$ cat config.mk
export PLATFORM = sky130hd
export DESIGN_NAME = i2c_master_with_shared_fifo_flat
export DESIGN_NICKNAME = d
export VERILOG_FILES = /design/src/rtl/i2cm_pkg.sv /design/src/rtl/i2cm_item_if.sv /design/src/rtl/i2cm_result_if.sv /design/src/rtl/i2cm_cfg_if.sv /design/src/rtl/i2cm_ram.sv /design/src/rtl/i2c_master_with_shared_fifo.sv /design/src/flat_wrapper.sv
export SDC_FILE = /design/constraint.sdc
export NUM_CORES = 2
export LEC_CHECK = 0
export BUFFER_PORTS_ARGS = -buffer_cell sky130_fd_sc_hd__buf_2
export CORE_AREA = 2 2 552 280
export CTS_BUF_LIST = sky130_fd_sc_hd__clkbuf_8
export CTS_CLUSTER_SIZE = 25
export DETAILED_ROUTE_END_ITERATION = 7
export DIE_AREA = 0 0 554 282
export PLACE_DENSITY = 0.64
export SLEW_MARGIN = 20
export SYNTH_ARGS = -nofsm -noshare
export SYNTH_HDL_FRONTEND = slang
export SYNTH_SLANG_ARGS = --single-unit
$ cat constraint.sdc
create_clock -name clk -period 27.2 [get_ports clk]
set_input_delay 5.44 -clock clk [delete_from_list [all_inputs] [get_ports clk]]
set_output_delay 5.44 -clock clk [all_outputs]
set_load 0.02 [all_outputs]
$ cat src/rtl/i2cm_pkg.sv
// Package for the I2C master with shared byte ring.
// Holds item types, mode, status, register and phase codes; no dependencies.
package i2cm_pkg;

	typedef enum logic [2:0] {
		MODE_TICK   = 3'd0,
		MODE_START  = 3'd1,
		MODE_STATUS = 3'd2,
		MODE_PUSH   = 3'd3,
		MODE_POP    = 3'd4
	} mode_t;

	typedef enum logic [2:0] {
		REG_TARGET_ADDR = 3'd0,
		REG_WRITE_LEN   = 3'd1,
		REG_READ_LEN    = 3'd2,
		REG_SCL_HIGH    = 3'd3,
		REG_STRETCH_TO  = 3'd4
	} reg_idx_t;

	localparam logic [2:0] ST_NONE    = 3'd0;
	localparam logic [2:0] ST_OK      = 3'd1;
	localparam logic [2:0] ST_OUT_LOW = 3'd2;
	localparam logic [2:0] ST_IN_HIGH = 3'd3;
	localparam logic [2:0] ST_NAK     = 3'd4;
	localparam logic [2:0] ST_BADLEN  = 3'd5;

	localparam logic [11:0] BLOCK_LEN = 12'hFFF;

	typedef enum logic [10:0] {
		PH_IDLE      = 11'b000_0000_0001,
		PH_START     = 11'b000_0000_0010,
		PH_ADDR      = 11'b000_0000_0100,
		PH_SEND      = 11'b000_0000_1000,
		PH_AWAIT_OUT = 11'b000_0001_0000,
		PH_REPSTART  = 11'b000_0010_0000,
		PH_ADDR2     = 11'b000_0100_0000,
		PH_RECV      = 11'b000_1000_0000,
		PH_AWAIT_IN  = 11'b001_0000_0000,
		PH_STOP      = 11'b010_0000_0000,
		PH_ERROR     = 11'b100_0000_0000
	} phase_t;

	typedef struct packed {
		logic [2:0] mode;
		logic [7:0] push_data;
		logic       sda_in;
		logic       scl_in;
	} item_t;

	typedef struct packed {
		logic       scl_drive_low;
		logic       sda_drive_low;
		logic [2:0] status_code;
		logic [6:0] in_count;
		logic [6:0] out_space;
		logic [7:0] pop_data;
		logic       irq;
		logic       access_error;
	} result_t;

	typedef struct packed {
		logic [2:0]  index;
		logic [23:0] wdata;
	} cfg_t;

endpackage

$ cat src/rtl/i2cm_item_if.sv
// Input item channel: valid/ready handshake carrying one item_t.
// Depends on i2cm_pkg.
interface i2cm_item_if import i2cm_pkg::*; ();
	logic  valid;
	logic  ready;
	item_t data;
	modport source(output valid, data, input ready);
	modport sink(input valid, data, output ready);
endinterface

$ cat src/rtl/i2cm_result_if.sv
// Result channel: valid/ready handshake carrying one result_t.
// Depends on i2cm_pkg.
interface i2cm_result_if import i2cm_pkg::*; ();
	logic    valid;
	logic    ready;
	result_t data;
	modport source(output valid, data, input ready);
	modport sink(input valid, data, output ready);
endinterface

$ cat src/rtl/i2cm_cfg_if.sv
// Register write channel: valid/ready handshake carrying index and write data.
// Depends on i2cm_pkg.
interface i2cm_cfg_if import i2cm_pkg::*; ();
	logic valid;
	logic ready;
	cfg_t data;
	modport source(output valid, data, input ready);
	modport sink(input valid, data, output ready);
endinterface

$ cat src/rtl/i2cm_ram.sv
// Generic single-write, single-read RAM with registered read data.
// No dependencies; read during write to the same address returns old data.
module i2cm_ram #(
	parameter int WIDTH = 8,
	parameter int DEPTH = 128
) (
	input  logic                     clk,
	input  logic                     we,
	input  logic [$clog2(DEPTH)-1:0] waddr,
	input  logic [WIDTH-1:0]         wdata,
	input  logic                     re,
	input  logic [$clog2(DEPTH)-1:0] raddr,
	output logic [WIDTH-1:0]         rdata
);
	logic [WIDTH-1:0] mem_q [DEPTH];

	always_ff @(posedge clk) begin
		if (we) begin
			mem_q[waddr] <= wdata;
		end
		if (re) begin
			rdata <= mem_q[raddr];
		end
	end
endmodule

$ cat src/rtl/i2c_master_with_shared_fifo.sv
// I2C master with one byte ring shared by the transmit and receive queues.
// Depends on i2cm_pkg, the three channel interfaces and i2cm_ram.
//
// Usage:
//   item   - one transfer per item: a timing tick (mode 0), a start command,
//            a status read, a byte push or a byte pop. sda_in/scl_in are the
//            sampled bus lines and matter on ticks only.
//   result - exactly one transfer per item, in order: line drivers, status
//            (on a status read), queue levels, popped byte, irq, access error.
//   cfg    - register writes, always ready; write only while no item is in
//            flight. Indexes past the last register are dropped.
// Timing: an item's result is registered in stage one, then in the output register;
// one item per cycle is sustained while results drain. The ring read port is
// registered, so a result's popped byte is picked up as its item leaves stage one,
// and a byte fetched for sending is forwarded into the shifter for the very next item.
// Bus timing is counted in ticks: a bit slot is ceil(H/2) + H + floor(H/2) + 3
// ticks plus any clock stretching, where H is the SCL high time register.
// Reset: bus released, engine idle, queues empty, registers at defaults.
// Output stall: the output register holds the result; a second item waits in
// stage one, and the item channel drops ready until the output drains.
module i2c_master_with_shared_fifo import i2cm_pkg::*; #(
	parameter int BUF_DEPTH = 128,
	parameter int HIGH_MARK = 120
) (
	input  logic            clk,
	input  logic            arst_n,
	i2cm_item_if.sink       item,
	i2cm_result_if.source   result,
	i2cm_cfg_if.sink        cfg
);
	localparam int PW = $clog2(BUF_DEPTH);

	// configuration registers
	logic [7:0]  target_addr_q;
	logic [11:0] write_len_q;
	logic [11:0] read_len_q;
	logic [15:0] scl_high_q;
	logic [23:0] stretch_to_q;

	// engine state
	phase_t      phase_q, ph_d;
	logic [1:0]  step_q, step_d;
	logic [3:0]  bit_q, bit_d;
	logic [23:0] dly_q, dly_d;
	logic        stretch_q, stretch_d;
	logic        scl_q, scl_d, sda_q, sda_d;
	logic [7:0]  shift_q, shift_d, shift_eff;
	logic        shift_ld_q, shift_ld_d;
	logic [11:0] bc_q, bc_d;
	logic [2:0]  held_q, held_d;
	logic        blk_q, blk_d;
	logic [11:0] erl_q, erl_d;
	logic        irq_q, irq_d;
	logic [PW-1:0] out_head_q, out_head_d, out_tail_q, out_tail_d;
	logic [PW-1:0] in_head_q, in_head_d, in_tail_q, in_tail_d;

	// ring access
	logic          ram_we, ram_re;
	logic [PW-1:0] ram_waddr, ram_raddr;
	logic [7:0]    ram_wdata, ram_rdata, rdata_eff;
	logic          fwd_q;
	logic [7:0]    fwd_data_q;

	// pipeline
	logic    valid_s1, valid_s2;
	result_t res_s1, res_s2;
	logic    pop_s1;
	logic    s1_adv, acc;
	result_t res_d;
	logic    pop_d;

	// per-item scratch
	logic [2:0]  status_out;
	logic        err;
	logic        f_stop, f_send, f_after_write, f_read;
	logic [2:0]  stop_code;
	logic [23:0] lu, ld, hh, wait_dly, wait_nx;
	logic        wait_hi, wait_to, rx;
	logic [7:0]  rx_byte;
	logic [11:0] bc_n;
	logic [PW-1:0] tail_n, sp;
	logic [12:0] togo, cnt13;
	logic [PW+6:0] in_cnt_x, out_sp_x;

	function automatic logic [PW-1:0] ring_cnt(logic [PW-1:0] h, logic [PW-1:0] t);
		return h - t;
	endfunction

	function automatic logic [PW-1:0] ring_space(logic [PW-1:0] h, logic [PW-1:0] t);
		return t - h - PW'(1);
	endfunction

	assign acc       = item.valid && item.ready;
	assign s1_adv    = valid_s1 && (!valid_s2 || result.ready);
	assign item.ready = !valid_s1 || s1_adv;
	assign cfg.ready = 1'b1;
	assign result.valid = valid_s2;
	assign result.data  = res_s2;

	assign rdata_eff = fwd_q ? fwd_data_q : ram_rdata;
	assign shift_eff = shift_ld_q ? rdata_eff : shift_q;

	assign hh = {8'd0, scl_high_q};
	assign lu = {7'd0, ({1'b0, scl_high_q} + 17'd1) >> 1};
	assign ld = {9'd0, scl_high_q[15:1]};

	// SCL release and stretch sampling, shared by every wait point
	assign wait_dly = stretch_q ? dly_q : 24'd0;
	assign wait_hi  = item.data.scl_in;
	assign wait_to  = !item.data.scl_in && (wait_dly >= stretch_to_q);
	assign wait_nx  = wait_dly + 24'd1;
	assign rx       = (phase_q == PH_RECV);

	always_comb begin
		ph_d       = phase_q;
		step_d     = step_q;
		bit_d      = bit_q;
		dly_d      = dly_q;
		stretch_d  = stretch_q;
		scl_d      = scl_q;
		sda_d      = sda_q;
		shift_d    = shift_eff;
		shift_ld_d = 1'b0;
		bc_d       = bc_q;
		held_d     = held_q;
		blk_d      = blk_q;
		erl_d      = erl_q;
		irq_d      = irq_q;
		out_head_d = out_head_q;
		out_tail_d = out_tail_q;
		in_head_d  = in_head_q;
		in_tail_d  = in_tail_q;
		ram_we     = 1'b0;
		ram_waddr  = out_head_q;
		ram_wdata  = item.data.push_data;
		ram_re     = 1'b0;
		ram_raddr  = in_tail_q;
		status_out = ST_NONE;
		err        = 1'b0;
		pop_d      = 1'b0;
		f_stop     = 1'b0;
		f_send     = 1'b0;
		f_after_write = 1'b0;
		f_read     = 1'b0;
		stop_code  = ST_OK;
		rx_byte    = {shift_eff[6:0], item.data.sda_in};
		bc_n       = bc_q + 12'd1;
		tail_n     = out_tail_q + PW'(1);
		sp         = '0;
		togo       = 13'd0;
		cnt13      = 13'd0;

		unique case (item.data.mode)
		MODE_TICK: begin
			if (!stretch_q && dly_q != 24'd0) begin
				dly_d = dly_q - 24'd1;
			end else begin
				unique case (phase_q)
				PH_START: begin
					if (step_q == 2'd0) begin
						sda_d  = 1'b1;
						dly_d  = hh;
						step_d = 2'd1;
					end else begin
						scl_d   = 1'b1;
						dly_d   = ld;
						shift_d = target_addr_q |
							{7'd0, (read_len_q != 12'd0) && (write_len_q == 12'd0)};
						ph_d    = PH_ADDR;
						step_d  = 2'd0;
						bit_d   = 4'd0;
					end
				end
				PH_ADDR, PH_SEND, PH_ADDR2, PH_RECV: begin
					if (step_q == 2'd0) begin
						if (!bit_q[3]) begin
							sda_d = rx ? 1'b0 : !shift_eff[3'd7 - bit_q[2:0]];
						end else begin
							sda_d = rx && (bc_q != erl_q);
						end
						dly_d  = lu;
						step_d = 2'd1;
					end else if (step_q == 2'd1) begin
						scl_d = 1'b0;
						if (wait_hi) begin
							stretch_d = 1'b0;
							dly_d     = hh;
							step_d    = 2'd2;
						end else if (wait_to) begin
							stretch_d = 1'b0;
							dly_d     = 24'd0;
							if (phase_q == PH_SEND) begin
								out_tail_d = out_head_q;
							end
							f_stop    = 1'b1;
							stop_code = ST_NAK;
						end else begin
							stretch_d = 1'b1;
							dly_d     = wait_nx;
						end
					end else begin
						scl_d = 1'b1;
						dly_d = ld;
						if (!bit_q[3]) begin
							step_d = 2'd0;
							bit_d  = bit_q + 4'd1;
							if (rx) begin
								shift_d = rx_byte;
								if (bit_q == 4'd7) begin
									// received byte complete: store it, check block length
									ram_we    = 1'b1;
									ram_waddr = in_head_q;
									ram_wdata = rx_byte;
									if (blk_q && (16'(rx_byte) >
										16'(ring_space(in_head_q, in_tail_q)))) begin
										f_stop    = 1'b1;
										stop_code = ST_BADLEN;
									end else begin
										if (blk_q) begin
											blk_d = 1'b0;
											erl_d = {4'd0, rx_byte};
										end
										bc_d = (blk_q ? 12'd0 : bc_q) + 12'd1;
									end
								end
							end
						end else begin
							// acknowledge slot
							priority case (1'b1)
							(phase_q == PH_ADDR): begin
								if (item.data.sda_in) begin
									f_stop = 1'b1;
									stop_code = ST_NAK;
								end else if (write_len_q == 12'd0) begin
									f_after_write = 1'b1;
								end else begin
									bc_d   = 12'd0;
									f_send = 1'b1;
								end
							end
							(phase_q == PH_ADDR2): begin
								if (item.data.sda_in) begin
									f_stop = 1'b1;
									stop_code = ST_NAK;
								end else begin
									f_read = 1'b1;
								end
							end
							(phase_q == PH_SEND): begin
								if (item.data.sda_in) begin
									out_tail_d = out_head_q;
									f_stop     = 1'b1;
									stop_code  = ST_NAK;
								end else begin
									bc_d       = bc_n;
									out_tail_d = tail_n;
									if (bc_n == write_len_q) begin
										out_tail_d    = out_head_q;
										f_after_write = 1'b1;
									end else begin
										if (out_head_q == tail_n && bc_n < write_len_q) begin
											held_d = ST_OUT_LOW;
											irq_d  = 1'b1;
										end
										f_send = 1'b1;
									end
								end
							end
							default: begin
								in_head_d = in_head_q + PW'(1);
								if (bc_q == erl_q) begin
									f_stop    = 1'b1;
									stop_code = ST_OK;
								end else begin
									sp = ring_space(in_head_d, in_tail_q);
									if (sp == PW'(HIGH_MARK)) begin
										held_d = ST_IN_HIGH;
										irq_d  = 1'b1;
									end
									step_d = 2'd0;
									bit_d  = 4'd0;
									ph_d   = (sp != '0) ? PH_RECV : PH_AWAIT_IN;
								end
							end
							endcase
						end
					end
				end
				PH_REPSTART: begin
					unique case (step_q)
					2'd0: begin
						sda_d  = 1'b0;
						dly_d  = lu;
						step_d = 2'd1;
					end
					2'd1: begin
						scl_d = 1'b0;
						if (wait_hi) begin
							stretch_d = 1'b0;
							dly_d     = hh;
							step_d    = 2'd2;
						end else if (wait_to) begin
							stretch_d = 1'b0;
							dly_d     = 24'd0;
							f_stop    = 1'b1;
							stop_code = ST_NAK;
						end else begin
							stretch_d = 1'b1;
							dly_d     = wait_nx;
						end
					end
					2'd2: begin
						sda_d  = 1'b1;
						dly_d  = hh;
						step_d = 2'd3;
					end
					default: begin
						scl_d   = 1'b1;
						dly_d   = ld;
						shift_d = target_addr_q | 8'h01;
						ph_d    = PH_ADDR2;
						step_d  = 2'd0;
						bit_d   = 4'd0;
					end
					endcase
				end
				PH_STOP: begin
					if (step_q == 2'd0) begin
						sda_d  = 1'b1;
						dly_d  = lu;
						step_d = 2'd1;
					end else if (step_q == 2'd1) begin
						scl_d = 1'b0;
						if (wait_hi) begin
							stretch_d = 1'b0;
							dly_d     = hh;
							step_d    = 2'd2;
						end else if (wait_to) begin
							// timeout inside STOP: finish the STOP anyway
							stretch_d = 1'b0;
							dly_d     = hh;
							step_d    = 2'd2;
						end else begin
							stretch_d = 1'b1;
							dly_d     = wait_nx;
						end
					end else begin
						sda_d  = 1'b0;
						dly_d  = hh;
						held_d = shift_eff[2:0];
						irq_d  = 1'b1;
						ph_d   = (shift_eff == {5'd0, ST_OK}) ? PH_IDLE : PH_ERROR;
						step_d = 2'd0;
						bit_d  = 4'd0;
					end
				end
				default: ;
				endcase
			end
		end
		MODE_START: begin
			if (phase_q == PH_IDLE) begin
				ph_d   = PH_START;
				step_d = 2'd0;
				bit_d  = 4'd0;
			end
		end
		MODE_STATUS: begin
			status_out = held_q;
			held_d     = ST_NONE;
			irq_d      = 1'b0;
			if (phase_q == PH_ERROR) begin
				ph_d = PH_IDLE;
			end
		end
		MODE_PUSH: begin
			if (ring_space(out_head_q, out_tail_q) == '0) begin
				err = 1'b1;
			end else begin
				ram_we     = 1'b1;
				ram_waddr  = out_head_q;
				ram_wdata  = item.data.push_data;
				out_head_d = out_head_q + PW'(1);
				if (phase_q == PH_AWAIT_OUT) begin
					// resume once min(bytes to go, high mark) are queued
					togo  = {1'b0, write_len_q} - {1'b0, bc_q};
					cnt13 = 13'(ring_cnt(out_head_d, out_tail_q));
					if (bc_q >= write_len_q || cnt13 >= togo ||
						cnt13 >= 13'(HIGH_MARK)) begin
						f_send = 1'b1;
					end
				end
			end
		end
		MODE_POP: begin
			if (ring_cnt(in_head_q, in_tail_q) == '0) begin
				err = 1'b1;
			end else begin
				ram_re    = 1'b1;
				ram_raddr = in_tail_q;
				pop_d     = 1'b1;
				in_tail_d = in_tail_q + PW'(1);
				if (phase_q == PH_AWAIT_IN) begin
					ph_d   = PH_RECV;
					step_d = 2'd0;
					bit_d  = 4'd0;
				end
			end
		end
		default: ;
		endcase

		if (f_after_write) begin
			if (read_len_q == 12'd0) begin
				f_stop    = 1'b1;
				stop_code = ST_OK;
			end else if (write_len_q == 12'd0) begin
				f_read = 1'b1;
			end else begin
				ph_d   = PH_REPSTART;
				step_d = 2'd0;
				bit_d  = 4'd0;
			end
		end
		if (f_read) begin
			bc_d   = 12'd0;
			blk_d  = (read_len_q == BLOCK_LEN);
			erl_d  = read_len_q;
			step_d = 2'd0;
			bit_d  = 4'd0;
			ph_d   = (ring_space(in_head_d, in_tail_d) == '0) ? PH_AWAIT_IN : PH_RECV;
		end
		if (f_send) begin
			step_d = 2'd0;
			bit_d  = 4'd0;
			if (ring_cnt(out_head_d, out_tail_d) == '0) begin
				ph_d = PH_AWAIT_OUT;
			end else begin
				// fetch the next byte; it lands in the shifter for the next item
				ram_re     = 1'b1;
				ram_raddr  = out_tail_d;
				shift_ld_d = 1'b1;
				ph_d       = PH_SEND;
			end
		end
		if (f_stop) begin
			shift_d = {5'd0, stop_code};
			ph_d    = PH_STOP;
			step_d  = 2'd0;
			bit_d   = 4'd0;
		end

		in_cnt_x = {7'd0, ring_cnt(in_head_d, in_tail_d)};
		out_sp_x = {7'd0, ring_space(out_head_d, out_tail_d)};
		res_d.scl_drive_low = scl_d;
		res_d.sda_drive_low = sda_d;
		res_d.status_code   = status_out;
		res_d.in_count      = in_cnt_x[6:0];
		res_d.out_space     = out_sp_x[6:0];
		res_d.pop_data      = 8'd0;
		res_d.irq           = irq_d;
		res_d.access_error  = err;
	end

	i2cm_ram #(
		.WIDTH(8),
		.DEPTH(BUF_DEPTH)
	) u_ring (
		.clk   (clk),
		.we    (ram_we && acc),
		.waddr (ram_waddr),
		.wdata (ram_wdata),
		.re    (ram_re && acc),
		.raddr (ram_raddr),
		.rdata (ram_rdata)
	);

	// forward a byte written in the same cycle it is read
	always_ff @(posedge clk or negedge arst_n) begin
		if (!arst_n) begin
			fwd_q <= 1'b0;
		end else if (acc && ram_re) begin
			fwd_q <= ram_we && (ram_waddr == ram_raddr);
		end
	end

	always_ff @(posedge clk) begin
		if (acc && ram_re) begin
			fwd_data_q <= ram_wdata;
		end
	end

	// configuration registers
	always_ff @(posedge clk or negedge arst_n) begin
		if (!arst_n) begin
			target_addr_q <= 8'd0;
			write_len_q   <= 12'd0;
			read_len_q    <= 12'd0;
			scl_high_q    <= 16'd5;
			stretch_to_q  <= 24'd100000;
		end else if (cfg.valid && cfg.ready) begin
			unique case (cfg.data.index)
			REG_TARGET_ADDR: target_addr_q <= cfg.data.wdata[7:0];
			REG_WRITE_LEN:   write_len_q   <= cfg.data.wdata[11:0];
			REG_READ_LEN:    read_len_q    <= cfg.data.wdata[11:0];
			REG_SCL_HIGH:    scl_high_q    <= cfg.data.wdata[15:0];
			REG_STRETCH_TO:  stretch_to_q  <= cfg.data.wdata;
			default: ;
			endcase
		end
	end

	// engine state: advance on every accepted item
	always_ff @(posedge clk or negedge arst_n) begin
		if (!arst_n) begin
			phase_q    <= PH_IDLE;
			step_q     <= 2'd0;
			bit_q      <= 4'd0;
			dly_q      <= 24'd0;
			stretch_q  <= 1'b0;
			scl_q      <= 1'b0;
			sda_q      <= 1'b0;
			shift_q    <= 8'd0;
			shift_ld_q <= 1'b0;
			bc_q       <= 12'd0;
			held_q     <= ST_NONE;
			blk_q      <= 1'b0;
			erl_q      <= 12'd0;
			irq_q      <= 1'b0;
			out_head_q <= '0;
			out_tail_q <= '0;
			in_head_q  <= '0;
			in_tail_q  <= '0;
		end else if (acc) begin
			phase_q    <= ph_d;
			step_q     <= step_d;
			bit_q      <= bit_d;
			dly_q      <= dly_d;
			stretch_q  <= stretch_d;
			scl_q      <= scl_d;
			sda_q      <= sda_d;
			shift_q    <= shift_d;
			shift_ld_q <= shift_ld_d;
			bc_q       <= bc_d;
			held_q     <= held_d;
			blk_q      <= blk_d;
			erl_q      <= erl_d;
			irq_q      <= irq_d;
			out_head_q <= out_head_d;
			out_tail_q <= out_tail_d;
			in_head_q  <= in_head_d;
			in_tail_q  <= in_tail_d;
		end
	end

	// result pipeline: stage one waits for the ring read, stage two is the output
	always_ff @(posedge clk or negedge arst_n) begin
		if (!arst_n) begin
			valid_s1 <= 1'b0;
			valid_s2 <= 1'b0;
		end else begin
			if (acc) begin
				valid_s1 <= 1'b1;
			end else if (s1_adv) begin
				valid_s1 <= 1'b0;
			end
			if (s1_adv) begin
				valid_s2 <= 1'b1;
			end else if (result.ready) begin
				valid_s2 <= 1'b0;
			end
		end
	end

	always_ff @(posedge clk) begin
		if (acc) begin
			res_s1 <= res_d;
			pop_s1 <= pop_d;
		end
		if (s1_adv) begin
			res_s2          <= res_s1;
			res_s2.pop_data <= pop_s1 ? rdata_eff : 8'd0;
		end
	end

`ifndef SYNTHESIS
	// a byte in flight always has its source still queued
	assert property (@(posedge clk) disable iff (!arst_n)
		(phase_q == PH_SEND) |-> (out_head_q != out_tail_q))
		else $error("send phase with empty transmit queue");

	// receiving only with room for the byte
	assert property (@(posedge clk) disable iff (!arst_n)
		(phase_q == PH_RECV) |-> (ring_space(in_head_q, in_tail_q) != '0))
		else $error("receive phase with full receive queue");

	// pending shifter load belongs to a send
	assert property (@(posedge clk) disable iff (!arst_n)
		shift_ld_q |-> (phase_q == PH_SEND))
		else $error("shifter load pending outside send phase");

	// a pending shifter load and a pending pop never share the read register
	assert property (@(posedge clk) disable iff (!arst_n)
		(valid_s1 && pop_s1) |-> !shift_ld_q)
		else $error("read data claimed by pop and shifter");
`endif

endmodule
$ cat src/flat_wrapper.sv
// flat-port wrapper written by rule: the top's interface ports become plain ports
module i2c_master_with_shared_fifo_flat import i2cm_pkg::*;
#(
	parameter int BUF_DEPTH = 128,
	parameter int HIGH_MARK = 120
)
  (clk, arst_n, item_valid, item_data, item_ready, result_valid, result_data, result_ready, cfg_valid, cfg_data, cfg_ready);
  i2cm_item_if item_i ();
  i2cm_result_if result_i ();
  i2cm_cfg_if cfg_i ();
  input  logic clk;
  input  logic arst_n;
  input wire logic [$bits(item_i.valid)-1:0] item_valid;
  input wire logic [$bits(item_i.data)-1:0] item_data;
  output wire logic [$bits(item_i.ready)-1:0] item_ready;
  output wire logic [$bits(result_i.valid)-1:0] result_valid;
  output wire logic [$bits(result_i.data)-1:0] result_data;
  input wire logic [$bits(result_i.ready)-1:0] result_ready;
  input wire logic [$bits(cfg_i.valid)-1:0] cfg_valid;
  input wire logic [$bits(cfg_i.data)-1:0] cfg_data;
  output wire logic [$bits(cfg_i.ready)-1:0] cfg_ready;
  assign item_i.valid = item_valid;
  assign item_i.data = item_data;
  assign item_ready = item_i.ready;
  assign result_valid = result_i.valid;
  assign result_data = result_i.data;
  assign result_i.ready = result_ready;
  assign cfg_i.valid = cfg_valid;
  assign cfg_i.data = cfg_data;
  assign cfg_ready = cfg_i.ready;
  i2c_master_with_shared_fifo #(.BUF_DEPTH(BUF_DEPTH), .HIGH_MARK(HIGH_MARK)) u_core (.clk(clk), .arst_n(arst_n), .item(item_i), .result(result_i), .cfg(cfg_i));
endmodule
==> results.yml <==
placed_design:
  gp_congestion: 0.944
  placed_area_mm2: 0.0624
  dp_hpwl_um: 124000
  io_buffer_count: 75
  dp.cells: 7111
synth:
  yosys_most_used_dff: "edfxtp_1"
  ys_async_sr_fraction: 0.145
  syn-num-nets: 5451
  netlist_instances: 5273
  synth_cell_types: 90
  syn_area_mm2: 0.0602
  yosys_warnings: 0
  synth_edf_count: 1091
  synth.avg_cell_area_um2: 11.4
  ys_seq_area_frac: 0.622
  ys_seq_elements: 1276
cts:
  post_cts_buffers: 0
  clock-sinks: 1276
  root_buffer: "clkbuf_8"
  cts.htree.levels: 4
  hold_buffers: 0
  clock_path_buffers: 3
  clkTransAtPathRegs_ns: 0.07
  cts_resized: 0
  cts_buffers: 186
  clkLatencyLatePin_ns: 0.96
  cts_tree: "built"
power:
  power_frac_comb: 0.346
  p_switching_uw: 2250
  swShare: 0.388
  power_density_mw_per_mm2: 88.1
  power_frac_seq: 0.395
  clock_power_share: 0.259
  p_leak_uw: 0.0238
  p_int_uw: 3560
  ir_worst_vdd_mv: 0.0992
global_route:
  globalRouteTotalUtil: 0.237
  grt_pass1_vias: 42209
  antenna_found_initial: 11
  use_met2: 0.385
  grtUsageMet3: 0.0481
  busiest_layer: "met2"
  grt_pass1_wl_um: 277000
  grt_max_degree: 141
  use_met1: 0.311
  globalRouteOverflowTotal: 0
final_layout:
  register_area_mm2: 0.0374
  final_common_cell: "edfxtp_1"
  fin_nets: 5470
  fin_cells: 7456
  layout_common_cells: "edfxtp_1 (1091), nand2_1 (1014), nor2_1 (312), a21oi_1 (257), nand3_1 (240)"
  stdcell_area_mm2: 0.0660
  drive_gt1_frac: 0.0941
  multiInputGateArea_mm2: 0.0210
  utilization: 0.437
  syn_to_final_growth_pct: 9.67
  fillers: 13825
sta:
  skew_ns: 0.111
  fin_crit_ns: 13.38
  rsz0062_at_grt: "no"
  slew_violations: 0
  setup_violations: 0
  fmax_mhz: 74.7
  setup_tns_ns: 0
  fin_crit_sh: 0.492
  max_slew_margin: 0.201
  max_slew.worst_pin.slew_ns: 1.19
  final-hold-violation-count: 0
detailed_routing:
  totalWireLength_um: 188000
  vias: 43705
  first_iter_violations: 5334
  viasPerCell: 5.86
  drc: 1
  drt_first_pass_iters: 8
  wire_per_inst_um: 25.2
  postRouteAntennaNets: 0
critical_path:
  cp_data_required_time_ns: 27.99
  end_kind: "register"
  cp_slowest_cell: "nor4_1"
  cp-start-kind: "input port"
  path_common_cell: "nand2_1"
  cpPeakStageDelay_ns: 1.01
  crit_arrival_ns: 14.17
  crit_type: "in2reg"
  worstPathMaxFanout: 72
  path_buf_inv: 4
  crit_family: "simple AND/OR/NAND/NOR gates"
run:
  maxCapViolations: 0
floorplan:
  core_mm2: 0.151
  die_w_um: 554
  row_count: 101
  die_h_um: 282
  fp.dieArea_mm2: 0.156
  start_util: 0.398
  ioPinCount: 77
outcome:
  failed_checks: "design-rule violations"
  status: "complete, but fails checks"
min_path:
  hold_path_class: "reg2reg"
-- path summary, 6_finish.rpt --
path                       cells past startpoint                         start  slack (ns)                             endpoint
hold / removal                                 0   u_core.res_s1[17]$_DFFE_PP_        0.42     u_core.result.data[17]$_DFFE_PP_
min in group asynchronous                      1                        arst_n        4.62  u_core.stretch_to_q[11]$_DFFE_PN0P_
setup reg to reg                              30  u_core.stretch_q$_DFFE_PN0P_       16.04     u_core.u_ring.rdata[6]$_DFFE_PP_
hold reg to reg                                0   u_core.res_s1[17]$_DFFE_PP_        0.42     u_core.result.data[17]$_DFFE_PP_
setup / recovery                              27                 item_data[11]       13.82     u_core.u_ring.rdata[6]$_DFFE_PP_
max in group asynchronous                      2                        arst_n       21.22             u_core.sda_q$_DFFE_PN0P_
-- sequential cells by signal (all words and copies together), names as in the netlist, 7 cells and up --
signal / flops
u_core.u_ring.mem_q: 1024
u_core.result.data: 29
u_core.dly_q: 24
u_core.stretch_to_q: 24
u_core.res_s1: 21
u_core.scl_high_q: 16
u_core.bc_q: 12
u_core.erl_q: 12
u_core.read_len_q: 12
u_core.write_len_q: 12
u_core.phase_q: 11
u_core.fwd_data_q: 8
u_core.shift_q: 8
u_core.target_addr_q: 8
u_core.u_ring.rdata: 8
u_core.in_head_q: 7
u_core.in_tail_q: 7
u_core.out_head_q: 7
u_core.out_tail_q: 7
-- cell type report --
type | instances | share of cell area
multi-input cells | 3530 | 0.318
clock inverters | 143 | 0.0132
repair buffers | 150 | 0.0149
inverters | 148 | 0.00842
flip-flops and latches | 1276 | 0.567
diodes | 8 | 0.000303
well taps | 2008 | 0.0381
clock buffers | 193 | 0.0403
-- synth_stat cells, types with 56 or more instances --
library cell | count | area (µm²)
a21oi_1 | 257 | 1290
dfrtp_1 | 176 | 4400
buf_2 | 70 | 350
a211oi_1 | 69 | 518
ha_1 | 126 | 1580
mux2i_1 | 129 | 1290
xnor2_1 | 111 | 972
nor3_1 | 90 | 450
clkbuf_1 | 192 | 721
edfxtp_1 | 1091 | 32800
and3_1 | 117 | 732
o21ai_0 | 239 | 1200
inv_1 | 144 | 541
nand3_1 | 240 | 1200
nand2_1 | 1026 | 3850
a31oi_1 | 95 | 594
nor2_1 | 313 | 1170
nor4_1 | 56 | 350
-- power groups by stage --
stage	logic, µW	clock network (µW)	registers, µW
after floorplan	1360	0	2300
after global placement	1940	0	2330
after detailed placement	1970	0	2330
after CTS	1980	1530	2290
after global routing	2160	1610	2300
final	2010	1500	2290
-- logic make-up after synthesis --
family,count (synthesis),share of synthesized area
and+or+nand+nor,2045,0.153
other,1,0.0000623
AOI/OAI and AO/OA,1016,0.110
buffers and inverters,467,0.0331
adders and majority gates,133,0.0285
DFF,1276,0.622
xor gates and xnor gates,159,0.0234
muxes,176,0.0306
-- layer usage --
layer,vias up,part of all wire
met3,437,0.093
met4,6,0.039
li1,19458,-
met2,2270,0.47
met5,-,0.00022
met1,21534,0.40
-- per-stage QoR --
| step | setup WS, ns | hold slack [ns] | total power, µW |
|---|---|---|---|
| 6_report | 13.82 | 0.420 | 5810 |
| 5_1_grt | 13.18 | 0.430 | 6070 |
| 4_1_cts | 13.95 | 0.424 | 5800 |
| 3_5_place_dp | 12.94 | 0.405 | 4300 |
| 3_3_place_gp | 12.90 | 0.404 | 4270 |
| 2_1_floorplan | 13.54 | 0.400 | 3650 |
No activity file was read; power rests on OpenSTA's default activity.
